**src/rtl/block_mapped_flash_translation_defines.svh**
```systemverilog
// Assertion macros shared by the flash translation RTL.
`ifndef BLOCK_MAPPED_FLASH_TRANSLATION_DEFINES_SVH
`define BLOCK_MAPPED_FLASH_TRANSLATION_DEFINES_SVH

// Same-cycle implication, sampled on clk_i, off while rst_ni is low.
`define BMFT_ASSERT_IMPL(lbl, ante, cons, msg) \
  lbl: assert property (@(posedge clk_i) disable iff (!rst_ni) (ante) |-> (cons)) else $error(msg);

// Next-cycle implication, sampled on clk_i, off while rst_ni is low.
`define BMFT_ASSERT_NEXT(lbl, ante, cons, msg) \
  lbl: assert property (@(posedge clk_i) disable iff (!rst_ni) (ante) |=> (cons)) else $error(msg);

`endif

```
**src/rtl/bmft_pkg.sv**
```systemverilog
// Package with the widths, codes and sequencer states of the flash translation block.
`timescale 1ns / 1ps
package bmft_pkg;

  localparam int unsigned SN_W     = 9;
  localparam int unsigned CMD_W    = 2;
  localparam int unsigned PAGE_W   = 10;
  localparam int unsigned STATUS_W = 2;

  localparam int unsigned PAGES_PER_BLK_DEF = 16;
  localparam int unsigned DATA_BLOCKS_DEF   = 32;

  typedef enum logic [CMD_W-1:0] {
    CMD_READ    = 2'd0,
    CMD_PROGRAM = 2'd1,
    CMD_COPY    = 2'd2,
    CMD_ERASE   = 2'd3
  } cmd_e;

  typedef enum logic [STATUS_W-1:0] {
    ST_OK       = 2'd0,
    ST_UNMAPPED = 2'd1,
    ST_NO_FREE  = 2'd2
  } status_e;

  typedef enum logic [3:0] {
    S_CLEAR,
    S_IDLE,
    S_DIV,
    S_LOOKUP,
    S_DECIDE,
    S_PW_WAIT,
    S_PW_CHECK,
    S_COPY,
    S_ERASE
  } state_e;

endpackage

```
**src/rtl/block_mapped_flash_translation.sv**
```systemverilog
// Block-mapped flash translation: sector requests in, page commands out.
//
//  channel | direction | handshake               | payload
//  --------+-----------+-------------------------+------------------------------------------
//  in      | sink      | in_valid_i / in_stall_o  | action_i, sector_number_i
//  out     | source    | out_valid_o / out_stall_i| command_o, target_page_o, source_page_o,
//          |           |                         | status_o, last_o
//
// Items: a read, a first write, a write to a free page and an overwrite all start with two
//   split steps; an overwrite then sends one command a cycle while out_stall_i is low.
// Reset: a clearing pass sweeps the map and the written-page
//   memory; no item is taken until it ends.
// Stalls: out_stall_i holds the sequencer wherever a command is due; the
//   output register keeps the last command while the next item is accepted.
`timescale 1ns / 1ps
`include "block_mapped_flash_translation_defines.svh"
module block_mapped_flash_translation #(
  parameter int unsigned PAGES_PER_BLK = bmft_pkg::PAGES_PER_BLK_DEF,
  parameter int unsigned DATA_BLOCKS   = bmft_pkg::DATA_BLOCKS_DEF
) (
  input  logic                          clk_i,
  input  logic                          rst_ni,
  input  logic                          in_valid_i,
  output logic                          in_stall_o,
  input  logic                          action_i,
  input  logic [bmft_pkg::SN_W-1:0]     sector_number_i,
  output logic                          out_valid_o,
  input  logic                          out_stall_i,
  output logic [bmft_pkg::CMD_W-1:0]    command_o,
  output logic [bmft_pkg::PAGE_W-1:0]   target_page_o,
  output logic [bmft_pkg::PAGE_W-1:0]   source_page_o,
  output logic [bmft_pkg::STATUS_W-1:0] status_o,
  output logic                          last_o
);
  import bmft_pkg::*;

  localparam int unsigned OFFW        = $clog2(PAGES_PER_BLK);
  localparam int unsigned PHYS_BLOCKS = DATA_BLOCKS + 1;
  localparam int unsigned PBW         = $clog2(PHYS_BLOCKS);
  localparam int unsigned LBN_AW      = $clog2(DATA_BLOCKS);
  localparam int unsigned LW          = (PBW > SN_W) ? PBW : SN_W;
  localparam int unsigned PGW         = ((PBW + OFFW) > PAGE_W) ? (PBW + OFFW) : PAGE_W;
  localparam int unsigned DIVCW       = 1;
  localparam int unsigned RECIP_SH    = SN_W + OFFW;
  localparam int unsigned PRODW       = SN_W + RECIP_SH;

  // Rounded-up reciprocal of the page count: exact quotient for every sector number.
  localparam logic [RECIP_SH-1:0] RECIP =
    RECIP_SH'(((1 << RECIP_SH) + PAGES_PER_BLK - 1) / PAGES_PER_BLK);
  localparam logic [PBW-1:0]     DATA_BLK_CNT = PBW'(DATA_BLOCKS);
  localparam logic [OFFW-1:0]    LAST_OFF     = OFFW'(PAGES_PER_BLK - 1);
  localparam logic [DIVCW-1:0]   DIV_LAST     = DIVCW'(1);
  localparam logic [LW-1:0]      LBN_LIMIT    = LW'(DATA_BLOCKS);

  // Physical page of a block and an offset, cut to the port width.
  function automatic logic [PAGE_W-1:0] phys_page(logic [PBW-1:0] blk, logic [OFFW-1:0] pg);
    logic [PGW-1:0] full;
    full = PGW'(blk) * PGW'(PAGES_PER_BLK) + PGW'(pg);
    return full[PAGE_W-1:0];
  endfunction

  // Sequencer and working registers.
  state_e                   state_q, state_d;
  logic                     action_q;
  logic [SN_W-1:0]          quo_q;       // sector number, then the logical block
  logic [OFFW-1:0]          rem_q;       // page offset once the split ends
  logic [DIVCW-1:0]         div_cnt_q;
  logic [PBW-1:0]           pbn_q;
  logic [PBW-1:0]           spare_q;
  logic [PBW-1:0]           alloc_q;     // next never-used data block
  logic [PBW-1:0]           clr_q;
  logic [OFFW-1:0]          page_cnt_q;
  logic [PAGES_PER_BLK-1:0] old_pw_q;

  // Output register.
  logic                     out_valid_q;
  cmd_e                     cmd_q, cmd_d;
  logic [PAGE_W-1:0]        tgt_q, tgt_d;
  logic [PAGE_W-1:0]        src_q, src_d;
  status_e                  status_q, status_d;
  logic                     last_q, last_d;

  // Memories: map entry is {mapped, physical block}; one written-page bitmap per block.
  logic [PBW:0]             map_mem [0:DATA_BLOCKS-1];
  logic [PAGES_PER_BLK-1:0] pw_mem  [0:PHYS_BLOCKS-1];
  logic [PBW:0]             map_rd_q;
  logic [PAGES_PER_BLK-1:0] pw_rd_q;

  logic                     map_we, pw_we;
  logic [LBN_AW-1:0]        map_wa;
  logic [PBW:0]             map_wd;
  logic [PBW-1:0]           pw_wa;
  logic [PAGES_PER_BLK-1:0] pw_wd;

  logic                     emit, out_free, alloc_take, in_accept, erase_go, copy_out;
  logic [PRODW-1:0]         quo_prod;
  logic [OFFW-1:0]          blk_lo;
  logic [LW-1:0]            lbn_ext;
  logic [LBN_AW-1:0]        lbn_addr;
  logic                     in_range, map_hit, has_free, single_res, page_free;
  logic [PBW-1:0]           map_pbn;
  logic [PAGES_PER_BLK-1:0] off_bit;

  // Split the sector number: the block by reciprocal multiply, then the offset
  // from the low bits less those of block times page count.
  assign quo_prod = PRODW'(quo_q) * PRODW'(RECIP);
  assign blk_lo   = OFFW'(quo_q) * OFFW'(PAGES_PER_BLK);

  assign lbn_ext  = LW'(quo_q);
  assign lbn_addr = lbn_ext[LBN_AW-1:0];
  assign in_range = (lbn_ext < LBN_LIMIT);
  assign map_hit  = map_rd_q[PBW];
  assign map_pbn  = map_rd_q[PBW-1:0];
  // Blocks are handed out in order and never returned, and the spare is never handed out, so the
  // first free block is simply the count of blocks handed out so far.
  assign has_free = (alloc_q < DATA_BLK_CNT);
  assign off_bit  = {{(PAGES_PER_BLK - 1){1'b0}}, 1'b1} << rem_q;
  assign page_free = ((pw_rd_q & off_bit) == '0);
  assign single_res = !in_range || !action_q || !map_hit;

  assign out_free  = !out_valid_q || !out_stall_i;
  assign in_accept = in_valid_i && !in_stall_o;
  assign erase_go  = (state_q == S_ERASE) && out_free;
  assign copy_out  = out_valid_o && (command_o == CMD_COPY);

  // Next state.
  always_comb begin
    state_d = state_q;
    case (state_q)
      S_CLEAR: begin
        if (clr_q == DATA_BLK_CNT) state_d = S_IDLE;
      end
      S_IDLE: begin
        if (in_valid_i) state_d = S_DIV;
      end
      S_DIV: begin
        if (div_cnt_q == DIV_LAST) state_d = S_LOOKUP;
      end
      S_LOOKUP: begin
        state_d = S_DECIDE;
      end
      S_DECIDE: begin
        if (!single_res) begin
          state_d = S_PW_WAIT;
        end else if (out_free) begin
          state_d = S_IDLE;
        end
      end
      S_PW_WAIT: begin
        state_d = S_PW_CHECK;
      end
      S_PW_CHECK: begin
        if (!page_free) begin
          state_d = S_COPY;
        end else if (out_free) begin
          state_d = S_IDLE;
        end
      end
      S_COPY: begin
        if (out_free && (page_cnt_q == LAST_OFF)) state_d = S_ERASE;
      end
      S_ERASE: begin
        if (out_free) state_d = S_IDLE;
      end
      default: begin
        state_d = S_IDLE;
      end
    endcase
  end

  // Commands, memory writes and handshake.
  always_comb begin
    emit       = 1'b0;
    alloc_take = 1'b0;
    cmd_d      = CMD_READ;
    tgt_d      = '0;
    src_d      = '0;
    status_d   = ST_OK;
    last_d     = 1'b1;
    map_we     = 1'b0;
    map_wa     = lbn_addr;
    map_wd     = '0;
    pw_we      = 1'b0;
    pw_wa      = pbn_q;
    pw_wd      = '0;
    in_stall_o = (state_q != S_IDLE);
    case (state_q)
      S_CLEAR: begin
        map_we = (clr_q < DATA_BLK_CNT);
        map_wa = clr_q[LBN_AW-1:0];
        pw_we  = 1'b1;
        pw_wa  = clr_q;
      end
      S_DECIDE: begin
        emit = out_free && single_res;
        if (!in_range) begin
          status_d = action_q ? ST_NO_FREE : ST_UNMAPPED;
        end else if (!action_q) begin
          if (!map_hit) begin
            status_d = ST_UNMAPPED;
          end else begin
            tgt_d = phys_page(map_pbn, rem_q);
          end
        end else if (!map_hit) begin
          if (has_free) begin
            // A never-used block has an empty bitmap: write the single page bit.
            alloc_take = out_free;
            cmd_d      = CMD_PROGRAM;
            tgt_d      = phys_page(alloc_q, rem_q);
            map_we     = out_free;
            map_wd     = {1'b1, alloc_q};
            pw_we      = out_free;
            pw_wa      = alloc_q;
            pw_wd      = off_bit;
          end else begin
            status_d = ST_NO_FREE;
          end
        end
      end
      S_PW_CHECK: begin
        if (page_free) begin
          emit  = out_free;
          cmd_d = CMD_PROGRAM;
          tgt_d = phys_page(pbn_q, rem_q);
          pw_we = out_free;
          pw_wd = pw_rd_q | off_bit;
        end
      end
      S_COPY: begin
        emit   = out_free;
        last_d = 1'b0;
        tgt_d  = phys_page(spare_q, page_cnt_q);
        if (page_cnt_q == rem_q) begin
          cmd_d = CMD_PROGRAM;
        end else begin
          cmd_d = CMD_COPY;
          src_d = phys_page(pbn_q, page_cnt_q);
        end
        // Merged bitmap goes to the spare with the first command.
        pw_we = out_free && (page_cnt_q == '0);
        pw_wa = spare_q;
        pw_wd = old_pw_q | off_bit;
      end
      S_ERASE: begin
        emit   = out_free;
        cmd_d  = CMD_ERASE;
        tgt_d  = phys_page(pbn_q, '0);
        pw_we  = out_free;
        map_we = out_free;
        map_wd = {1'b1, spare_q};
      end
      default: begin
      end
    endcase
  end

  // Control registers.
  always_ff @(posedge clk_i or negedge rst_ni) begin
    if (!rst_ni) begin
      state_q     <= S_CLEAR;
      clr_q       <= '0;
      spare_q     <= DATA_BLK_CNT;
      alloc_q     <= '0;
      out_valid_q <= 1'b0;
      div_cnt_q   <= '0;
      page_cnt_q  <= '0;
    end else begin
      state_q <= state_d;
      if (state_q == S_CLEAR) clr_q <= clr_q + 1'b1;
      if (alloc_take) alloc_q <= alloc_q + 1'b1;
      // Swap the erased block in as the new spare.
      if (erase_go) spare_q <= pbn_q;
      if (in_accept) begin
        div_cnt_q <= '0;
      end else if (state_q == S_DIV) begin
        div_cnt_q <= div_cnt_q + 1'b1;
      end
      if (state_q == S_PW_CHECK) begin
        page_cnt_q <= '0;
      end else if (state_q == S_COPY && out_free) begin
        page_cnt_q <= page_cnt_q + 1'b1;
      end
      if (emit) begin
        out_valid_q <= 1'b1;
      end else if (!out_stall_i) begin
        out_valid_q <= 1'b0;
      end
    end
  end

  // Payload registers.
  always_ff @(posedge clk_i) begin
    if (in_accept) begin
      action_q <= action_i;
      quo_q    <= sector_number_i;
      rem_q    <= sector_number_i[OFFW-1:0];
    end else if (state_q == S_DIV) begin
      if (div_cnt_q == '0) begin
        quo_q <= quo_prod[PRODW-1 -: SN_W];
      end else begin
        rem_q <= rem_q - blk_lo;
      end
    end
    if (state_q == S_DECIDE) pbn_q <= map_pbn;
    if (state_q == S_PW_CHECK) old_pw_q <= pw_rd_q;
    if (emit) begin
      cmd_q    <= cmd_d;
      tgt_q    <= tgt_d;
      src_q    <= src_d;
      status_q <= status_d;
      last_q   <= last_d;
    end
  end

  // Memories, one write and one registered read each.
  always_ff @(posedge clk_i) begin
    if (map_we) map_mem[map_wa] <= map_wd;
    if (pw_we) pw_mem[pw_wa] <= pw_wd;
    map_rd_q <= map_mem[lbn_addr];
    pw_rd_q  <= pw_mem[pbn_q];
  end

  assign out_valid_o   = out_valid_q;
  assign command_o     = cmd_q;
  assign target_page_o = tgt_q;
  assign source_page_o = src_q;
  assign status_o      = status_q;
  assign last_o        = last_q;

  `BMFT_ASSERT_NEXT(a_accept_starts_div, in_accept, state_q == S_DIV, "no split after accept")
  `BMFT_ASSERT_IMPL(a_copy_not_last, copy_out, !last_o && (status_o == ST_OK), "bad copy item")
  `BMFT_ASSERT_NEXT(a_erase_swaps_spare, erase_go, spare_q == $past(pbn_q), "spare not swapped")
  `BMFT_ASSERT_IMPL(a_alloc_bounded, 1'b1, alloc_q <= DATA_BLK_CNT, "allocation past data blocks")

endmodule
```
**config.mk**
```make
export PLATFORM = sky130hd
export DESIGN_NAME = block_mapped_flash_translation
export DESIGN_NICKNAME = d
export VERILOG_FILES = /design/src/rtl/bmft_pkg.sv /design/src/rtl/block_mapped_flash_translation.sv
export VERILOG_INCLUDE_DIRS = /design/src /design/src/rtl
export SDC_FILE = /design/constraint.sdc
export NUM_CORES = 1
export LEC_CHECK = 0
export BUFFER_PORTS_ARGS = -buffer_cell sky130_fd_sc_hd__buf_2
export CORE_UTILIZATION = 62
export DETAILED_ROUTE_END_ITERATION = 6
export PLACE_DENSITY = 0.76
export SYNTH_ARGS = -nofsm -noshare
export SYNTH_HDL_FRONTEND = slang
export SYNTH_SLANG_ARGS = --single-unit
export TNS_END_PERCENT = 10
```
**constraint.sdc**
```tcl
create_clock -name clk_i -period 5.9 [get_ports clk_i]
set_input_delay 0 -clock clk_i [delete_from_list [all_inputs] [get_ports clk_i]]
set_output_delay 0 -clock clk_i [all_outputs]
set_load 0.02 [all_outputs]
```
==> key figures, run 1 <==
Power
  – Switching power summed over all nets: ~4.8 mW
  – Relative contribution of the clock network to total power: between 30% and 40%
  – Power density over cell area: 430 mW/mm²
  – Int Power: approximately 12 mW
  – Gate power share: 20.4%
  – Fraction of power consumed by sequential logic: 47.1%
  – Peak supply drop: 0.000564 V
  – Fraction of power spent switching nets: 29.3%
  – Reported leakage power: 12.1 nW
  – Total power after layout: 16.5 mW

Global routing
  – Number of antenna violations at the first check in global routing: 0
  – Pin count of the biggest net entering global routing: around 130
  – Number of global-route vias before repair: 17800
  – Wire length of the first global-routing pass: between 100000 and 150000 µm
  – Overall Global Routing Usage: 29.2%
  – Overflow left after global routing: 0

Clock network
  – CTS sink cnt: 864
  – Clock tree from TritonCTS: built
  – Max Buffers Root-to-Sink: 3
  – Clk pin slew, worst setup/hold paths: 0.06 ns
  – Post-cts gate resize count: 0
  – Max H-tree Level: 3
  – Worst-skew pair later-pin latency: 0.66 ns
  – Root buffer selected by CTS: sky130_fd_sc_hd__clkbuf_16
  – CTS Buf Count: 83

Status
  – Outcome: complete, no violations

Critical path
  – Critical register-to-register path endpoint: pw_mem[14][7]
  – Critical path data required time: 6.36 ns
  – Capturing element type of the critical path: register
  – Termination of the worst setup path: pw_mem[14][7]
  – Crit Path Class: reg2reg
  – Type of origin of the critical path: register
  – Critical Path Slowest Stage Cell: sky130_fd_sc_hd__o221ai_2
  – Signal arrival time at the worst endpoint: between 4 and 5 ns
  – Reg-to-reg startpoint: state_q[3]
  – Number of logic stages on the critical path including buffering: 8
  – CP Buf/Inv Count: 3
  – Family with the most delay on the worst path: compound AO/OA/AOI/OAI gates
  – Worst-path fanout max: 17
  – Critical path origin: state_q[3]
  – Series of cell instances along the critical path: inv_2 > nand4_4 > inv_4 > and2_1 > and3_1 > o21ai_0 > o221ai_2 > buf_4
  – Stage delay of the slowest cell on the critical path: 0.96 ns
  – Worst reg2reg setup slack: 2.07 ns
  – Reg2reg path depth: 8

Floorplan
  – Effective utilization at floorplan: roughly 63%
  – Count of pins on the block boundary: 41
  – Overall die width: 237 µm
  – Die Ht: 237 µm
  – Core ar.: 0.0541 mm²
  – DIE AREA: 0.0560 mm²
  – Std-Cell Rows: 85

Finish
  – Number of standard cells in the layout, taps in and fillers out: 2610
  – Post-route core utilization: 70.9%
  – Share of final-layout standard cells stronger than drive strength 1: a little over a quarter
  – Layout overhead on the synthesized area: 12.6%
  – Antenna diode count: 0
  – Final Net Count: 1862
  – Highest-count cells in the layout ignoring fill and taps: 813 x sky130_fd_sc_hd__edfxtp_1, 198 x sky130_fd_sc_hd__mux4_2, 85 x sky130_fd_sc_hd__nand2_1
  – Most common cell after layout, fill and taps aside: sky130_fd_sc_hd__edfxtp_1
  – Fillcell total: a little over 3000
  – Final instance area: 0.0384 mm²

Placement
  – Worst slack after detailed placement: 2.18 ns
  – I/O Buffers: 40
  – Final HPWL from detailed placement: 45500 µm
  – RePlAce Congestion: 0.893
  – Placed Cells incl. Taps: between 2000 and 2500
  – Post-Place Cell Area: 0.0355 mm²

STA
  – Hold slack: 0.0941 ns
  – Max Freq: 261 MHz
  – Min Tclk post-route: between 3 and 4 ns
  – Max transition margin: 8.37%
  – Final hold violations: 0
  – Transition time at the pin with the least slew margin: 1.37 ns
  – Slew Viols, Final: 0
  – Crit share post-route: 64.9%
  – Setup WS post-layout: 2.07 ns
  – Largest clock skew in the final design: between 0.04 and 0.05 ns
  – Setup TNS: 0 ns
  – Unrepaired setup endpoints after global routing: no
  – Final setup viols: 0

Synthesis
  – Count of state elements after synthesis: 864
  – Number of unique standard cell types used by synthesis: between 70 and 80
  – Sequential fraction of the synthesis area: 75.0%
  – Count of flip-flops with a built-in enable after synthesis: 813
  – Netlist area before placement: between 0.03 and 0.04 mm²
  – Synthesis warning total: 0
  – Syn_nets: 1758
  – Predominant post-synthesis flop cell: sky130_fd_sc_hd__edfxtp_1
  – Avg Inst Size Synth: a little under 20 µm²
  – Number of instances in the synthesized netlist: 1739
  – Proportion of register bits with asynchronous set or reset after synthesis: 3.24%

Hold path
  – Min-Delay Path Class: in2reg

Detailed routing
  – Average detailed-routed wire length per instance: 30.4 µm
  – Routed vias: approximately 18000
  – Post-route antenna net violation count: 0
  – Remaining DRCs: 0
  – Iteration-0 DRC Markers: approximately 2300
  – Via density: ~6.8
  – Total routed wirelength: just under 80000 µm
  – Drt pass-1 iters: 5

Run
  – Max-cap violations: 0
-- kinds of logic after synthesis --
| group | share of synthesized area [%] |
|---|---|
| XOR/XNOR | 0.411 |
| multiplexers | 13.7 |
| buffers and inverters | 1.62 |
| AND/OR/NAND/NOR | 4.40 |
| flip-flops | 75.0 |
| AO/OA/AOI/OAI | 4.67 |
| adder cells (fa/ha/maj) | 0.183 |
-- Yosys cell counts (23+ instances only) --
library cell / count / area, µm²
sky130_fd_sc_hd__mux4_2: 198 / 4460
sky130_fd_sc_hd__nor2_1: 65 / 244
sky130_fd_sc_hd__edfxtp_1: 813 / 24400
sky130_fd_sc_hd__dfxtp_1: 23 / 460
sky130_fd_sc_hd__clkbuf_1: 55 / 206
sky130_fd_sc_hd__a22oi_1: 64 / 480
sky130_fd_sc_hd__o21ai_0: 35 / 175
sky130_fd_sc_hd__nor3_1: 34 / 170
sky130_fd_sc_hd__nand2_1: 85 / 319
sky130_fd_sc_hd__buf_2: 23 / 115
sky130_fd_sc_hd__dfrtp_1: 27 / 676
sky130_fd_sc_hd__a21oi_1: 63 / 315
-- flip-flops by register name, indices dropped and copies added, names as in the netlist, 7 cells and up --
register and count:
pw_mem 528, source_page_o 10, map_mem 224, old_pw_q 16
pw_rd_q 16, target_page_o 10, lbn_ext 9, map_rd_q 7
-- worst min-delay path by stage --
| stage | start | slack (ns) | depth (start not counted) | endpoint |
|---|---|---|---|---|
| after CTS | action_i | 0.07 | 2 | action_q |
| after global placement | rst_ni | 0.07 | 1 | page_cnt_q[2] |
| final | action_i | 0.09 | 2 | action_q |
| after detailed placement | rst_ni | 0.08 | 1 | page_cnt_q[1] |
| after floorplan | rst_ni | -0.30 | 0 | alloc_q[0] |
| after global routing | action_i | 0.10 | 2 | action_q |
-- timing repair --
item                                   4_1_cts  5_1_grt
buffers inserted                             0        0
endpoints found under the hold margin       46        0
hold buffers                                15        0
-- power groups by stage --
stage | logic (mW) | registers (mW) | clock network (mW)
after floorplan | 2.27 | 7.73 | 0
after global placement | 3.23 | 7.84 | 0
after detailed placement | 3.29 | 7.86 | 0
after CTS | 3.34 | 7.75 | 5.41
after global routing | 3.55 | 7.80 | 5.65
final | 3.36 | 7.76 | 5.37
-- area by class of cell --
type                       instances  area, µm²  share of cell area, %
clock inverter                    51        557                   1.45
inverter                          19       73.8                  0.192
tap                              696        871                   2.27
timing repair buffer             118        883                   2.30
multi-input combinational        757       8230                   21.4
sequential                       864      25600                   66.6
clock buffer                     105       2210                   5.76
-- per-layer routing --
layer / GRT usage, % / vias to the layer above / wire, µm
met1: 40.5 / 9136 / 30500
met5: 0 / - / 0
met2: 46.9 / 999 / 39500
met4: 11.5 / 0 / 2750
met3: 5.19 / 150 / 6720
li1: - / 7398 / -
No activity file was read; power rests on OpenSTA's default activity.
==> run 2, diff against run 1 <==
Settings changed: CORE_UTILIZATION 62 to 57, PLACE_DENSITY 0.76 to 0.74.
Clock period 5.9 ns to 3.12 ns, I/O delays scaled along.
==> key figures, run 2 (synthesized netlist as in run 1, its figures left out) <==
Global routing
  – Number of antenna violations at the first check in global routing: 0 (unchanged)
  – Overflow left after global routing: 0 (unchanged)
  – Grt met3 use: 4.23% (was 5.19%)
  – GRT met2 Usage: 44.4% (was 46.9%)
  – Global route hottest layer: met2 (unchanged)
  – Number of global-route vias before repair: 17900 (was 17800)
  – Pin count of the biggest net entering global routing: 61 (was 131)
  – Overall Global Routing Usage: 27.0% (was 29.2%)
  – Met1 track demand over resource: 37.6% (was 40.5%)
  – Wire length of the first global-routing pass: 118000 µm (about the same)

Floorplan
  – Count of pins on the block boundary: 41 (unchanged)
  – Std-Cell Rows: 89 (was 85)
  – Core ar.: 0.0591 mm² (was 0.0541 mm²)
  – Overall die width: 247 µm (was 237 µm)
  – DIE AREA: 0.0608 mm² (was 0.0560 mm²)
  – Effective utilization at floorplan: 57.7% (was 63.0%)
  – Die Ht: 247 µm (was 237 µm)

Detailed routing
  – Remaining DRCs: 3 (was 0)
  – Via density: 6.40 (was 6.78)
  – Routed vias: 17900 (was 17700)
  – Drt pass-1 iters: 7 (was 5)
  – Iteration-0 DRC Markers: 2031 (was 2341)
  – Total routed wirelength: 79800 µm (was 79400 µm)
  – Average detailed-routed wire length per instance: 28.5 µm (was 30.4 µm)
  – Post-route antenna net violation count: 0 (unchanged)

STA
  – Final setup viols: 0 (unchanged)
  – Slew Viols, Final: 0 (unchanged)
  – Min Tclk post-route: 3.01 ns (was 3.83 ns)
  – Final hold violations: 0 (unchanged)
  – Unrepaired setup endpoints after global routing: no (unchanged)
  – Crit share post-route: 96.5% (was 64.9%)
  – Max Freq: 332 MHz (was 261 MHz)
  – Transition time at the pin with the least slew margin: 1.02 ns (was 1.37 ns)
  – Setup TNS: 0 ns (unchanged)
  – Largest clock skew in the final design: 0.0250 ns (was 0.0431 ns)
  – Max transition margin: 32.0% (was 8.37%)
  – Hold slack: 0.0821 ns (was 0.0941 ns)
  – Setup WS post-layout: 0.110 ns (was 2.07 ns)

Hold path
  – Endpoint of the worst hold path: action_q (unchanged)
  – Hold path start: action_i (unchanged)
  – Min-Delay Path Class: in2reg (unchanged)
  – Cell depth of the worst min-delay path: 2 (unchanged)

Critical path
  – Series of cell instances along the critical path: buf_4 > or4b_2 > o22ai_1 > a21oi_1 > nor2_2 > nand2_1 > nor2_1 > buf_4 (was inv_2 > nand4_4 > inv_4 > and2_1 > and3_1 > o21ai_0 > o221ai_2 > buf_4)
  – Stage delay of the slowest cell on the critical path: 0.67 ns (was 0.96 ns)
  – Worst reg2reg setup slack: 0.11 ns (was 2.07 ns)
  – Signal arrival time at the worst endpoint: 3.34 ns (was 4.29 ns)
  – Critical Path Slowest Stage Cell: sky130_fd_sc_hd__or4b_2 (was sky130_fd_sc_hd__o221ai_2)
  – Crit Path Class: reg2reg (unchanged)
  – Worst-path fanout max: 9 (was 17)
  – Reg2reg path depth: 8 (unchanged)
  – Critical path data required time: 3.45 ns (was 6.36 ns)
  – Dominant cell type by count on the critical path: sky130_fd_sc_hd__buf_4
  – Critical register-to-register path endpoint: map_mem[28][3] (was pw_mem[14][7])
  – Reg-to-reg startpoint: state_q[3] (unchanged)
  – Type of origin of the critical path: register (unchanged)
  – Capturing element type of the critical path: register (unchanged)

Finish
  – Share of final-layout standard cells stronger than drive strength 1: 31.5% (was 27.3%)
  – Biggest registers after layout: pw_mem x528, map_mem x224 (unchanged)
  – Largest register by flop count: pw_mem (unchanged)
  – Highest-count cells in the layout ignoring fill and taps: 813 x sky130_fd_sc_hd__edfxtp_1, 198 x sky130_fd_sc_hd__mux4_2, 134 x sky130_fd_sc_hd__buf_4 (was 813 x sky130_fd_sc_hd__edfxtp_1, 198 x sky130_fd_sc_hd__mux4_2, 85 x sky130_fd_sc_hd__nand2_1)
  – Most common cell after layout, fill and taps aside: sky130_fd_sc_hd__edfxtp_1 (unchanged)
  – Final instance area: 0.0399 mm² (was 0.0384 mm²)
  – Number of flip-flops in the largest register: 528 (unchanged)
  – Layout overhead on the synthesized area: 17.0% (was 12.6%)
  – Antenna diode count: 0 (unchanged)
  – Final Net Count: 1976 (was 1862)

Clock network
  – Clk pin slew, worst setup/hold paths: 0.06 ns (about the same)
  – Max H-tree Level: 3 (unchanged)
  – CTS sink cnt: 864 (unchanged)
  – Root buffer selected by CTS: sky130_fd_sc_hd__clkbuf_16 (unchanged)
  – Worst-skew pair later-pin latency: 0.64 ns (was 0.66 ns)
  – Clock tree from TritonCTS: built (unchanged)
  – CTS Buf Count: 85 (was 83)
  – Max Buffers Root-to-Sink: 3 (unchanged)

Power
  – Reported leakage power: 12.8 nW (was 12.1 nW)
  – Power density over cell area: 805 mW/mm² (was 430 mW/mm²)
  – Total power after layout: 32.1 mW (was 16.5 mW)
  – Peak supply drop: 0.000483 V (was 0.000564 V)

Placement
  – Final HPWL from detailed placement: 51000 µm (was 45500 µm)
  – I/O Buffers: 40 (unchanged)
  – Worst slack after detailed placement: 0.0635 ns (was 2.18 ns)
  – RePlAce Congestion: 0.965 (was 0.893)
  – Post-Place Cell Area: 0.0369 mm² (was 0.0355 mm²)

Status
  – Violations in the final reports: design-rule violations
  – Outcome: finished, violations left (was complete, no violations)

Run
  – Max-cap violations: 0 (unchanged)
## run 2: where the power goes
part	switching, mW	leakage, nW	total [mW]	internal (mW)
registers	0.650	7.72	14.6	13.9
clock network	4.34	1.36	10.2	5.90
logic	4.46	3.77	7.30	2.84
## run 2: timing repair
action,in CTS,in global routing
hold endpoints to repair,51,0
cloned,0,0
gates resized for setup,0,7
endpoints found under the setup margin,16,203
hold buffers,15,0
buffers inserted,1,1
pin swaps,1,0
## run 2: final cells by class
cell class,instances,area [µm²]
flip-flops and latches,864,25600
multi-input cells,757,8280
clock inverters,50,527
fillers,3656,19200
clock buffers,108,2290
repair buffers,230,2190
well taps,773,967
inverters,19,73.8
## run 2: worst max-delay path by stage
| stage | start | endpoint | slack [ns] |
|---|---|---|---|
| 4_1_cts | state_q[3] | pw_mem[11][5] | 0.04 |
| 3_5_place_dp | state_q[3] | pw_mem[2][4] | 0.06 |
| 6_report | state_q[3] | map_mem[28][3] | 0.11 |
| 5_1_grt | state_q[3] | map_mem[5][6] | 0.02 |
| 3_3_place_gp | state_q[3] | pw_mem[10][10] | 0.06 |
| 2_1_floorplan | state_q[0] | pw_mem[32][0] | -0.33 |
## run 2: layer usage
| metal | part of all wire [%] | up-vias |
|---|---|---|
| met5 | 0 | - |
| met4 | 3.0 | 0 |
| met3 | 7.2 | 149 |
| met2 | 50 | 876 |
| met1 | 40 | 9283 |
| li1 | - | 7628 |
## run 2: per-stage QoR
step	util (%)	std cells
after floorplan	-	1739
after global placement	62.4	2626
after detailed placement	62.4	2626
after CTS	67.4	2800
after global routing	67.5	2801
final	67.5	2801
## run 2: worst max-delay path, delay by kind of cell, from the launching register on
family	cells	cell delay [ns]
simple gates	4	1.35
flops	1	0.55
buf+inv	2	0.43
compound gates	2	0.37
